==> src/hw/rtl/dlsq_pkg.sv <==
// ============================================================================
// dlsq_pkg
// Shared widths, defaults and codes for the delta-list sleep queue.
// ============================================================================
package dlsq_pkg;

    localparam int ID_W          = 8;
    localparam int SLEEP_W       = 32;
    localparam int KIND_W        = 2;
    localparam int STATUS_W      = 2;
    localparam int MAX_WAKE      = 16;
    localparam int DEPTH_DEF     = 16;
    localparam int TIME_BITS_DEF = 32;

    typedef logic [KIND_W-1:0]   t_kind;
    typedef logic [STATUS_W-1:0] t_status;

    localparam t_kind KIND_INSERT = 2'd0;
    localparam t_kind KIND_TICK   = 2'd1;
    localparam t_kind KIND_REMOVE = 2'd2;
    localparam t_kind KIND_CLEAR  = 2'd3;

    localparam t_status ST_OK   = 2'd0;
    localparam t_status ST_FULL = 2'd1;
    localparam t_status ST_MISS = 2'd2;

endpackage

==> src/hw/rtl/delta_list_sleep_queue.sv <==
// ============================================================================
// delta_list_sleep_queue
// Timer queue of sleeping thread handles kept in wake order as a delta list,
// one entry per word of a RAM, walked by a small sequencer.
// ============================================================================
//
//  channel  direction  handshake                 payload
//  in       input      i_in_valid / o_in_ready   i_kind, i_thread_id, i_sleep_ticks
//  out      output     o_out_valid / i_out_ready o_woken_id, o_woke, o_status, o_last
//
//  one beat at a time; every RAM step is a read state followed by a use
//  state. An insert walks the list and shifts the tail, a remove compacts
//  the list, a tick releases head entries (head pops shift the RAM); a clear,
//  a full-store insert or an empty tick or remove goes straight to the result.
//  i_rst_n is synchronous; it empties the queue, RAM contents are left as is.
//  a stalled output holds the sequencer only where it has a beat to load.
//
module delta_list_sleep_queue
    import dlsq_pkg::*;
#(
    parameter int DEPTH     = DEPTH_DEF,
    parameter int TIME_BITS = TIME_BITS_DEF
) (
    input  logic               i_clk,
    input  logic               i_rst_n,
    input  logic               i_in_valid,
    output logic               o_in_ready,
    input  logic [KIND_W-1:0]  i_kind,
    input  logic [ID_W-1:0]    i_thread_id,
    input  logic [SLEEP_W-1:0] i_sleep_ticks,
    output logic               o_out_valid,
    input  logic               i_out_ready,
    output logic [ID_W-1:0]    o_woken_id,
    output logic               o_woke,
    output logic [STATUS_W-1:0] o_status,
    output logic               o_last
);

    localparam int AW  = $clog2(DEPTH);
    localparam int CW  = $clog2(DEPTH + 1);
    localparam int WW  = ID_W + TIME_BITS;
    localparam int NWW = $clog2(MAX_WAKE + 1);

    localparam logic [3:0] S_IDLE    = 4'd0;
    localparam logic [3:0] S_INS_RD  = 4'd1;
    localparam logic [3:0] S_INS_CMP = 4'd2;
    localparam logic [3:0] S_SH_RD   = 4'd3;
    localparam logic [3:0] S_SH_WR   = 4'd4;
    localparam logic [3:0] S_INS_PUT = 4'd5;
    localparam logic [3:0] S_TK_RD   = 4'd6;
    localparam logic [3:0] S_TK_CHK  = 4'd7;
    localparam logic [3:0] S_TK_EMIT = 4'd8;
    localparam logic [3:0] S_TK_TAKE = 4'd9;
    localparam logic [3:0] S_POP_RD  = 4'd10;
    localparam logic [3:0] S_POP_WR  = 4'd11;
    localparam logic [3:0] S_RM_RD   = 4'd12;
    localparam logic [3:0] S_RM_CHK  = 4'd13;
    localparam logic [3:0] S_DONE    = 4'd14;

    function automatic logic [TIME_BITS-1:0] sat_add(
        input logic [TIME_BITS-1:0] a,
        input logic [TIME_BITS-1:0] b
    );
        logic [TIME_BITS:0] s;
        s = {1'b0, a} + {1'b0, b};
        return s[TIME_BITS] ? {TIME_BITS{1'b1}} : s[TIME_BITS-1:0];
    endfunction

    logic [3:0]           r_state, n_state;
    logic [CW-1:0]        r_count, n_count;
    logic [CW-1:0]        r_pos, n_pos;
    logic [CW-1:0]        r_wr, n_wr;
    logic [TIME_BITS-1:0] r_prefix, n_prefix;
    logic [TIME_BITS-1:0] r_next, n_next;
    logic [TIME_BITS-1:0] r_t, n_t;
    logic [ID_W-1:0]      r_id, n_id;
    logic [ID_W-1:0]      r_cand_id, n_cand_id;
    logic                 r_found, n_found;
    logic                 r_first, n_first;
    logic                 r_pend, n_pend;
    logic [NWW-1:0]       r_nwake, n_nwake;
    logic [ID_W-1:0]      r_res_id, n_res_id;
    logic                 r_res_woke, n_res_woke;
    t_status              r_res_status, n_res_status;

    logic                 r_out_valid, n_out_valid;
    logic [ID_W-1:0]      r_out_id, n_out_id;
    logic                 r_out_woke, n_out_woke;
    t_status              r_out_status, n_out_status;
    logic                 r_out_last, n_out_last;

    logic                 w_we;
    logic [AW-1:0]        w_waddr;
    logic [WW-1:0]        w_wdata;
    logic [AW-1:0]        w_raddr;
    logic [WW-1:0]        w_rdata;
    logic [ID_W-1:0]      w_rd_id;
    logic [TIME_BITS-1:0] w_rd_delta;
    logic [TIME_BITS-1:0] w_sum;
    logic [TIME_BITS-1:0] w_t_in;
    logic [TIME_BITS-1:0] w_t;
    logic [TIME_BITS-1:0] w_head;
    logic [CW-1:0]        w_pos_inc;
    logic [CW-1:0]        w_shift_src;
    logic                 w_accept;
    logic                 w_out_free;

    if (TIME_BITS >= SLEEP_W) begin : g_t_wide
        assign w_t_in = TIME_BITS'(i_sleep_ticks);
    end else begin : g_t_narrow
        assign w_t_in = (|(i_sleep_ticks >> TIME_BITS)) ? {TIME_BITS{1'b1}}
                                                         : i_sleep_ticks[TIME_BITS-1:0];
    end

    assign w_t         = (w_t_in == '0) ? TIME_BITS'(1) : w_t_in;
    assign w_rd_id     = w_rdata[WW-1 -: ID_W];
    assign w_rd_delta  = w_rdata[TIME_BITS-1:0];
    assign w_sum       = sat_add(r_prefix, w_rd_delta);
    assign w_head      = (r_first && (w_rd_delta != '0)) ? (w_rd_delta - TIME_BITS'(1))
                                                        : w_rd_delta;
    assign w_pos_inc   = r_pos + CW'(1);
    assign w_shift_src = r_wr - CW'(1);
    assign w_accept    = i_in_valid && o_in_ready;
    assign w_out_free  = !r_out_valid || i_out_ready;

    dlsq_ram #(
        .WIDTH(WW),
        .DEPTH(DEPTH)
    ) u_ram (
        .i_clk  (i_clk),
        .i_we   (w_we),
        .i_waddr(w_waddr),
        .i_wdata(w_wdata),
        .i_raddr(w_raddr),
        .o_rdata(w_rdata)
    );

    always_comb begin
        n_state      = r_state;
        n_count      = r_count;
        n_pos        = r_pos;
        n_wr         = r_wr;
        n_prefix     = r_prefix;
        n_next       = r_next;
        n_t          = r_t;
        n_id         = r_id;
        n_cand_id    = r_cand_id;
        n_found      = r_found;
        n_first      = r_first;
        n_pend       = r_pend;
        n_nwake      = r_nwake;
        n_res_id     = r_res_id;
        n_res_woke   = r_res_woke;
        n_res_status = r_res_status;
        n_out_valid  = r_out_valid && !i_out_ready;
        n_out_id     = r_out_id;
        n_out_woke   = r_out_woke;
        n_out_status = r_out_status;
        n_out_last   = r_out_last;
        w_we         = 1'b0;
        w_waddr      = r_pos[AW-1:0];
        w_wdata      = w_rdata;
        w_raddr      = r_pos[AW-1:0];

        case (r_state)
            S_IDLE: begin
                if (w_accept) begin
                    n_id         = i_thread_id;
                    n_t          = w_t;
                    n_pos        = '0;
                    n_wr         = '0;
                    n_prefix     = '0;
                    n_found      = 1'b0;
                    n_first      = 1'b1;
                    n_pend       = 1'b0;
                    n_nwake      = '0;
                    n_res_id     = '0;
                    n_res_woke   = 1'b0;
                    n_res_status = ST_OK;
                    case (i_kind)
                        KIND_INSERT: begin
                            if (r_count == CW'(DEPTH)) begin
                                n_res_status = ST_FULL;
                                n_state      = S_DONE;
                            end else if (r_count == '0) begin
                                n_state = S_INS_PUT;
                            end else begin
                                n_state = S_INS_RD;
                            end
                        end
                        KIND_TICK: begin
                            n_state = (r_count == '0) ? S_DONE : S_TK_RD;
                        end
                        KIND_REMOVE: begin
                            if (r_count == '0) begin
                                n_res_status = ST_MISS;
                                n_state      = S_DONE;
                            end else begin
                                n_state = S_RM_RD;
                            end
                        end
                        KIND_CLEAR: begin
                            n_count = '0;
                            n_state = S_DONE;
                        end
                        default: n_state = S_IDLE;
                    endcase
                end
            end
            S_INS_RD: begin
                n_state = S_INS_CMP;
            end
            S_INS_CMP: begin
                if (r_t < w_sum) begin
                    n_next  = w_sum;
                    n_wr    = r_count;
                    n_state = S_SH_RD;
                end else begin
                    n_prefix = w_sum;
                    n_pos    = w_pos_inc;
                    n_state  = (w_pos_inc == r_count) ? S_INS_PUT : S_INS_RD;
                end
            end
            S_SH_RD: begin
                w_raddr = w_shift_src[AW-1:0];
                n_state = S_SH_WR;
            end
            S_SH_WR: begin
                w_we    = 1'b1;
                w_waddr = r_wr[AW-1:0];
                if (w_shift_src == r_pos) begin
                    w_wdata = {w_rd_id, r_next - r_t};
                    n_state = S_INS_PUT;
                end else begin
                    n_state = S_SH_RD;
                end
                n_wr = w_shift_src;
            end
            S_INS_PUT: begin
                w_we    = 1'b1;
                w_wdata = {r_id, r_t - r_prefix};
                n_count = r_count + CW'(1);
                n_state = S_DONE;
            end
            S_TK_RD: begin
                w_raddr = '0;
                n_state = S_TK_CHK;
            end
            S_TK_CHK: begin
                w_waddr = '0;
                w_wdata = {w_rd_id, w_head};
                w_we    = r_first && (w_rd_delta != '0);
                n_first = 1'b0;
                if (w_head == '0) begin
                    n_cand_id = w_rd_id;
                    n_state   = r_pend ? S_TK_EMIT : S_TK_TAKE;
                end else begin
                    n_state = S_DONE;
                end
            end
            S_TK_EMIT: begin
                if (w_out_free) begin
                    n_out_valid  = 1'b1;
                    n_out_id     = r_res_id;
                    n_out_woke   = 1'b1;
                    n_out_status = ST_OK;
                    n_out_last   = 1'b0;
                    n_state      = S_TK_TAKE;
                end
            end
            S_TK_TAKE: begin
                n_res_id   = r_cand_id;
                n_res_woke = 1'b1;
                n_pend     = 1'b1;
                n_nwake    = r_nwake + NWW'(1);
                n_count    = r_count - CW'(1);
                n_pos      = '0;
                n_state    = (r_count == CW'(1)) ? S_DONE : S_POP_RD;
            end
            S_POP_RD: begin
                w_raddr = w_pos_inc[AW-1:0];
                n_state = S_POP_WR;
            end
            S_POP_WR: begin
                w_we  = 1'b1;
                n_pos = w_pos_inc;
                if (w_pos_inc == r_count) begin
                    n_state = (r_nwake == NWW'(MAX_WAKE)) ? S_DONE : S_TK_RD;
                end else begin
                    n_state = S_POP_RD;
                end
            end
            S_RM_RD: begin
                n_state = S_RM_CHK;
            end
            S_RM_CHK: begin
                n_pos = w_pos_inc;
                if (w_rd_id == r_id) begin
                    n_prefix = w_sum;
                    n_found  = 1'b1;
                end else begin
                    w_we     = 1'b1;
                    w_waddr  = r_wr[AW-1:0];
                    w_wdata  = {w_rd_id, w_sum};
                    n_prefix = '0;
                    n_wr     = r_wr + CW'(1);
                end
                if (w_pos_inc == r_count) begin
                    n_count      = n_wr;
                    n_res_status = n_found ? ST_OK : ST_MISS;
                    n_state      = S_DONE;
                end else begin
                    n_state = S_RM_RD;
                end
            end
            S_DONE: begin
                if (w_out_free) begin
                    n_out_valid  = 1'b1;
                    n_out_id     = r_res_id;
                    n_out_woke   = r_res_woke;
                    n_out_status = r_res_status;
                    n_out_last   = 1'b1;
                    n_state      = S_IDLE;
                end
            end
            default: n_state = S_IDLE;
        endcase
    end

    always_ff @(posedge i_clk) begin
        if (!i_rst_n) begin
            r_state     <= S_IDLE;
            r_count     <= '0;
            r_out_valid <= 1'b0;
            r_pend      <= 1'b0;
            r_first     <= 1'b0;
            r_found     <= 1'b0;
            r_nwake     <= '0;
        end else begin
            r_state     <= n_state;
            r_count     <= n_count;
            r_out_valid <= n_out_valid;
            r_pend      <= n_pend;
            r_first     <= n_first;
            r_found     <= n_found;
            r_nwake     <= n_nwake;
        end
        r_pos        <= n_pos;
        r_wr         <= n_wr;
        r_prefix     <= n_prefix;
        r_next       <= n_next;
        r_t          <= n_t;
        r_id         <= n_id;
        r_cand_id    <= n_cand_id;
        r_res_id     <= n_res_id;
        r_res_woke   <= n_res_woke;
        r_res_status <= n_res_status;
        r_out_id     <= n_out_id;
        r_out_woke   <= n_out_woke;
        r_out_status <= n_out_status;
        r_out_last   <= n_out_last;
    end

    assign o_in_ready  = (r_state == S_IDLE);
    assign o_out_valid = r_out_valid;
    assign o_woken_id  = r_out_id;
    assign o_woke      = r_out_woke;
    assign o_status    = r_out_status;
    assign o_last      = r_out_last;

    a_count_bound: assert property (@(posedge i_clk) disable iff (!i_rst_n)
        r_count <= CW'(DEPTH))
        else $error("entry count above depth");

    a_waddr_bound: assert property (@(posedge i_clk) disable iff (!i_rst_n)
        w_we |-> ({1'b0, w_waddr} < (AW + 1)'(DEPTH)))
        else $error("ram write beyond depth");

    a_wake_bound: assert property (@(posedge i_clk) disable iff (!i_rst_n)
        r_nwake <= NWW'(MAX_WAKE))
        else $error("too many releases in one tick");

    a_clear_empties: assert property (@(posedge i_clk) disable iff (!i_rst_n)
        (w_accept && (i_kind == KIND_CLEAR)) |=> (r_count == '0))
        else $error("clear left entries");

    a_remove_compact: assert property (@(posedge i_clk) disable iff (!i_rst_n)
        (r_state == S_RM_CHK) |-> (r_wr <= r_pos))
        else $error("remove write index passed read index");

endmodule

==> src/hw/rtl/dlsq_ram.sv <==
// ============================================================================
// dlsq_ram
// Generic single write port, single read port RAM with registered read data.
// ============================================================================
module dlsq_ram #(
    parameter int WIDTH = 8,
    parameter int DEPTH = 16
) (
    input  logic                     i_clk,
    input  logic                     i_we,
    input  logic [$clog2(DEPTH)-1:0] i_waddr,
    input  logic [WIDTH-1:0]         i_wdata,
    input  logic [$clog2(DEPTH)-1:0] i_raddr,
    output logic [WIDTH-1:0]         o_rdata
);

    logic [WIDTH-1:0] r_mem [DEPTH];
    logic [WIDTH-1:0] r_rdata;

    always_ff @(posedge i_clk) begin
        if (i_we) begin
            r_mem[i_waddr] <= i_wdata;
        end
        r_rdata <= r_mem[i_raddr];
    end

    assign o_rdata = r_rdata;

endmodule

==> config.mk <==
export PLATFORM = sky130hd
export DESIGN_NAME = delta_list_sleep_queue
export DESIGN_NICKNAME = d
export VERILOG_FILES = /design/src/hw/rtl/dlsq_pkg.sv /design/src/hw/rtl/delta_list_sleep_queue.sv /design/src/hw/rtl/dlsq_ram.sv
export SDC_FILE = /design/constraint.sdc
export NUM_CORES = 2
export LEC_CHECK = 0
export BUFFER_PORTS_ARGS = -buffer_cell sky130_fd_sc_hd__buf_2
export CORE_MARGIN = 1.5
export CORE_UTILIZATION = 45
export CTS_CLUSTER_DIAMETER = 30
export CTS_CLUSTER_SIZE = 24
export DETAILED_ROUTE_END_ITERATION = 8
export GPL_ROUTABILITY_DRIVEN = 1
export MAX_ROUTING_LAYER = met4
export SETUP_SLACK_MARGIN = 0.02
export SLEW_MARGIN = 10
export SYNTH_ARGS = -nofsm -noshare
export SYNTH_HDL_FRONTEND = slang
export SYNTH_HIERARCHICAL = 1
export SYNTH_SLANG_ARGS = --single-unit
export TNS_END_PERCENT = 1
==> constraint.sdc <==
create_clock -name i_clk -period 10.9 [get_ports i_clk]
set_input_delay 0 -clock i_clk [delete_from_list [all_inputs] [get_ports i_clk]]
set_output_delay 0 -clock i_clk [all_outputs]
set_load 0.1 [all_outputs]
# [Word-level counts from Yosys, hierarchy flattened]
# Memories as Yosys holds them, arrays and structs flattened. A register that Yosys moved wholly into a read port is not among the register bits.
# Index checks and enable logic that the tools add are counted.
[totals] wordCells=171 n_memories=1 reg_bits=163 ram_bits=640
[mem_list] name="u_ram.r_mem" words=16 width=40 read_ports=1 rd_clocked_by_memory_dff=1 wr=1 line_no="dlsq_ram.sv:17" rtl="logic [WIDTH-1:0] r_mem [DEPTH];"
[classes] add_sub_neg=10 magnitude_cmp=1 n_reduce_logical=37 muxes=71 n_eq_ne=30
[op_table] cell="$mux 32" count=7
[op_table] cell="$pmux 40 s4" count=1
[op_table] cell="$pmux 32 s3" count=1
[op_table] cell="$logic_not 32->1" count=2
[op_table] cell="$sub 32x32->32" count=2
[op_table] cell="$pmux 4 s15" count=1
[op_table] cell="$pmux 5 s4" count=3
[op_table] cell="$mux 5" count=7
[op_table] cell="$add 32x32->33" count=1
[op_table] cell="$lt 32x32->1" count=1
[op_table] cell="$mux 4" count=8
[op_table] cell="$reduce_bool 32->1" count=1
[op_table] cell="$sub 32x1->32 const B" count=1
[op_table] cell="$eq 4x4->1 const B" count=7
[op_table] cell="$pmux 4 s3" count=2
[op_table] cell="$add 5x1->5 const B" count=4
[op_table] cell="$mux 3" count=6
[op_table] cell="$reduce_and 3->1" count=6
[op_table] cell="$eq 4x3->1 const B" count=4
[op_table] cell="$mux 2" count=8
[op_table] cell="$pmux 4 s4" count=1
[op_table] cell="$pmux 8 s2" count=1
[op_table] cell="$mux 1" count=14
[op_table] cell="$reduce_and 2->1" count=7
[op_table] cell="28 further kinds" count=53

# [Logic depth before layout (Yosys ltp)]
[depth] word_depth=6 ltp_mapped=23 depth_no_buf=23

# [Modules after synthesis]
# The synthesis kept the hierarchy.
[modules_own_cells] module="dlsq_ram" cells_each=1040 area_per_inst_um2=25131.6 n_inst=1
[modules_own_cells] module="delta_list_sleep_queue" cells_each=1707 area_per_inst_um2=14456.4 n_inst=1

# [Least setup slack after synthesis]
# OpenSTA, ideal clock, no wires.
[synth_timing] path_kind="reg2reg" from="register r_prefix[0]" to="register r_prefix[0], enable pin" stages_incl_launch_ff=21 setup_ns=0.421 slack_ns=4.257 path_buffers=2 arrival_time_ns=6.222 cell_sequence="edfxtp_1 -> ha_1 -> fa_1 -> a211oi_1 -> o21ai_0 -> a2111o_1 -> a21oi_1 -> a2111oi_0 -> nand2b_1 -> clkbuf_1 -> buf_1 -> nor2_1 -> ha_1 -> nand4_1 -> nor4_1 -> and3_1 -> nand4_1 -> o21ai_0 -> o21ai_0 -> and2_1 -> nor2_1"
[synth_via] elab_chain_cells=5
[synth_rtl] item="from (decl)" line_no="delta_list_sleep_queue.sv:73" rtl="logic [TIME_BITS-1:0] r_prefix, n_prefix;"
[synth_rtl] item="from (signal assigned)" line_no="delta_list_sleep_queue.sv:350" rtl="r_prefix <= n_prefix;"
[synth_rtl] item="$add 32x32->33" line_no="delta_list_sleep_queue.sv:65" rtl="s = {1'b0, a} + {1'b0, b};"
[synth_rtl] item="$mux 32" line_no="delta_list_sleep_queue.sv:66" rtl="return s[TIME_BITS] ? {TIME_BITS{1'b1}} : s[TIME_BITS-1:0];"
[synth_rtl] item="$lt 32x32->1" line_no="delta_list_sleep_queue.sv:214" rtl="if (r_t < w_sum) begin"
[synth_rtl] item="$ne 2x2->1 (no source line)"
[synth_rtl] item="$reduce_and 3->1 (no source line)"
# Every way passes these cells.
# A chain may end at the register's enable or synchronous reset.

# [Worst setup path after layout]
[layout_timing] from="register u_ram.r_rdata[0], in the netlist u_ram/o_rdata[0] (read register of u_ram.r_mem)" to="register r_prefix[26], enable pin"
[layout_via] elab_chain_cells=5
[layout_rtl] item="from (decl)" line_no="dlsq_ram.sv:18" rtl="logic [WIDTH-1:0] r_rdata;"
[layout_rtl] item="$add 32x32->33" line_no="delta_list_sleep_queue.sv:65"
[layout_rtl] item="$mux 32" line_no="delta_list_sleep_queue.sv:66"
[layout_rtl] item="$lt 32x32->1" line_no="delta_list_sleep_queue.sv:214"
[layout_rtl] item="$ne 2x2->1 (no source line)"
[layout_rtl] item="$reduce_and 3->1 (no source line)"
# Every way passes these cells.

==> flow_summary_export.csv <==
group,metric,value,unit
synthesis,synth_sequential_area_ratio,62.5,%
timing,hold_viol_final,0,
clock_tree,clk_transition_reported_paths,40,ps
clock_tree,postCtsSetupBuffers,0,
power,power_frac_comb,42.3,%
final_layout,syn_to_final_growth,21.1,%
clock_tree,tritoncts,"yes",
final_layout,layout.cell_area.non_filler,0.0479,mm²
min_path,hold_depth,2,
final_layout,utilization,55.1,%
final_layout,drive_above_1_share,17.7,%
power,total_leakage_power,0.0172,µW
outcome,outcome,"finished, final reports clean",
min_path,hold_path.class,"primary input to flip-flop",
job,maxCapViolations,0,
worst_setup_path,cp-end-kind,"flip-flop",
timing,timing.final.max_slew_violations,0,
placement,globalplace.congestion,0.924,
clock_tree,clkLatencyLatePin,760,ps
routing,post_drt_via_cell_ratio,5.94,
power,clockPowerShare,29.2,%
routing,wl_met3,6900,µm
timing,setup-tns-final,0,ps
grt,grt_antenna_before_repair,5,
floorplan,die-area,0.0898,mm²
clock_tree,numCtsBuffers,171,
routing,drt-wirelength-per-cell,26.0,µm
synthesis,synth.lib_cells_used.distinct,88,
power,seq_power_share,28.5,%
timing,worstMarginPinSlew,1260,ps
worst_setup_path,critPathMaxFanout,35,
floorplan,die_h,300,µm
routing,count_of_antenna_violating_nets_left_after_detailed_routing,0,
floorplan,floorplan.core_area,0.0870,mm²
synthesis,synth_area,0.0396,mm²
timing,final.period_utilization,66.0,%
clock_tree,htreeDepth,4,
synthesis,synthesis.nets,2930,
synthesis,ys_ff_latch,843,
synthesis,ys_async_sr_fraction,0,%
timing,worst_slew_margin_rel,15.8,%
grt,grt-ovfl-total,0,
timing,period_minus_slack,7190,ps
clock_tree,clock_path_buffers,3,
routing,route.met2.wl,50900,µm
final_layout,layout_commonest_cell,"edfxtp_1",
power,switching_power,6890,µW
clock_tree,clkSinkCount,843,
routing,highest_layer,"met4",
floorplan,start_util,45.5,%
grt,first_global_vias,25500,
synthesis,synth.yosys.warnings,6,
synthesis,synthFlopType,"edfxtp_1",
synthesis,synthesis.instances,2747,
timing,worst_clock_skew,34.7,ps
routing,wl_met1,50700,µm
routing,dr.first_iter.drc_count,2441,
clock_tree,cts_hold_repair.buffers,80,
power,ir_worst_vdd,0.000251,V
worst_setup_path,ff2ff_path_depth,21,
worst_setup_path,critPathKind,"flip-flop to flip-flop",
power,power-per-cell-area,370,mW/mm²
worst_setup_path,cp_data_arrival_time,7600,ps
power,power.switching_fraction,38.8,%
grt,gr-usage-all-layers,25.7,%
routing,detailroute.via_count,25500,
final_layout,highest_count_cells_in_the_layout_ignoring_fill_and_taps,"785 x edfxtp_1, 191 x nor2_1, 175 x nand2_1",
timing,rsz0062_at_grt,"no",
placement,buffer_ports.inserted,59,
floorplan,floorplan.io_pins,60,
placement,dp_hpwl,68000,µm
floorplan,die_width,300,µm
clock_tree,cts_root_buffer,"clkbuf_16",
floorplan,placementRows,108,
synthesis,synth_edf_count,785,
routing,detail_route.wirelength,111000,µm
final_layout,fillCellCount,6926,
placement,dpl-instance-area,0.0413,mm²
timing,setup_viol_count_final,0,
grt,grt_first_pass_wirelength,165000,µm
grt,grt_max_degree,61,
routing,detail_route.drc_violations,0,
worst_setup_path,crit_path_start_kind,"flip-flop",
synthesis,avgSynthCellArea,14.4,µm²
final_layout,final_net_count,3171,
clock_tree,cts_resized,0,
power,cellInternalPower,10900,µW
worst_setup_path,worst-endpoint-required,11310,ps
timing,fmax,139,MHz
routing,detailedRoute.firstPassIterationCount,5,
## final timing paths
check | end | slack [ps] | start
worst max-delay path | r_prefix[26] | 3710 | u_ram/o_rdata[0]
worst max register to register | r_prefix[26] | 3710 | u_ram/o_rdata[0]
worst min register to register | o_woken_id[3] | 410 | r_res_id[3]
worst min-delay path | r_t[20] | 30 | i_sleep_ticks[20]
## routing by layer
layer  global-route usage [%]  vias to the layer above
li1                         -                    11400
met4                     8.12                        0
met3                     3.96                      208
met5                        -                        -
met1                     36.2                    12900
met2                     38.6                      993
## stage by stage
stage | hold WS (ps) | total power, µW | instances | setup slack [ps]
2_1_floorplan | 98.9 | 10100 | 2747 | 4260
3_3_place_gp | 179 | 12400 | 3888 | 3430
3_5_place_dp | 179 | 12500 | 3888 | 3750
4_1_cts | 2.07 | 17700 | 4284 | 3740
5_1_grt | 29.1 | 18700 | 4287 | 3160
6_report | 35.0 | 17800 | 4288 | 3710
## power by group through the flow
stage / clock network (µW) / registers, µW / logic, µW
final: 5180 / 5060 / 7520
after global routing: 5420 / 5100 / 8160
after CTS: 5250 / 5050 / 7430
after detailed placement: 0 / 5110 / 7360
after global placement: 0 / 5090 / 7270
after floorplan: 0 / 5000 / 5130
## flip-flops by register name, summed over array words and instances (netlist names), 8 cells and up
register	flops
r_prefix	32
r_t	32
o_woken_id	8
u_ram/r_mem	640
r_id	8
u_ram/o_rdata	40
r_res_id	8
r_next	32
r_cand_id	8
## synth_stat cells (14+ instances only)
cell type  number  area, µm²
edfxtp_1      785      23600
nor2_1        206        773
nand2_1       175        657
ha_1          134       1680
a21oi_1       120        601
inv_1         120        450
o21ai_0       113        566
clkbuf_1      107        402
mux4_2        100       2250
a22oi_1        84        631
xnor2_1        63        552
mux4_1         60       1580
dfxtp_1        58       1160
xor2_1         53        464
a21o_1         45        338
nand3_1        45        225
nor3_1         36        180
and2_1         26        163
nor2b_1        26        163
o221ai_1       25        219
a221oi_1       24        210
nand2b_1       23        144
nor4_1         21        131
o21a_1         21        158
a211oi_1       18        135
nand4_1        17        106
a31oi_1        16        100
o21bai_1       15        113
or3_1          14       87.6
## logic make-up (layout without fill, tap and decap cells)
kind of cell             count (synthesis)  count (layout)  synth area share (%)
flip-flops                             843             843                  62.5
AND/OR/NAND/NOR                        646             646                  7.88
AO/OA/AOI/OAI                          581             581                  9.88
buffers and inverters                  259             643                  2.97
multiplexers                           164             164                  9.78
adder cells (fa/ha/maj)                137             137                  4.39
XOR/XNOR                               117             117                  2.62
other                                    0               2                     0
## worst max-delay path, cell delays in order (launching register included)
cell and delay, ps:
dfxtp_1 450, ha_1 260, fa_1 260, a211oi_1 120
o21ai_0 280, a2111o_1 260, a21oi_1 130, a2111oi_1 1000
nand2b_1 200, buf_4 350, nor2_1 180, ha_1 330
a21o_1 160, a21o_1 170, a211oi_1 430, o22ai_1 160
a2111oi_0 360, o21ai_0 130, o21ai_0 380, and2_2 790
nor2_2 70, buf_4 300
## area by class of cell
cell class / count / area [µm²] / area share (%)
clock buffers: 205 / 4510 / 9.41
flip-flops and latches: 843 / 24700 / 51.6
well taps: 1155 / 1450 / 3.01
clock inverters: 111 / 1310 / 2.74
multi-input cells: 1645 / 13900 / 29.0
diodes: 2 / 5.00 / 0.0104
inverters: 121 / 454 / 0.947
repair buffers: 206 / 1600 / 3.34
Note: power is estimated with default switching activity, not from simulation.
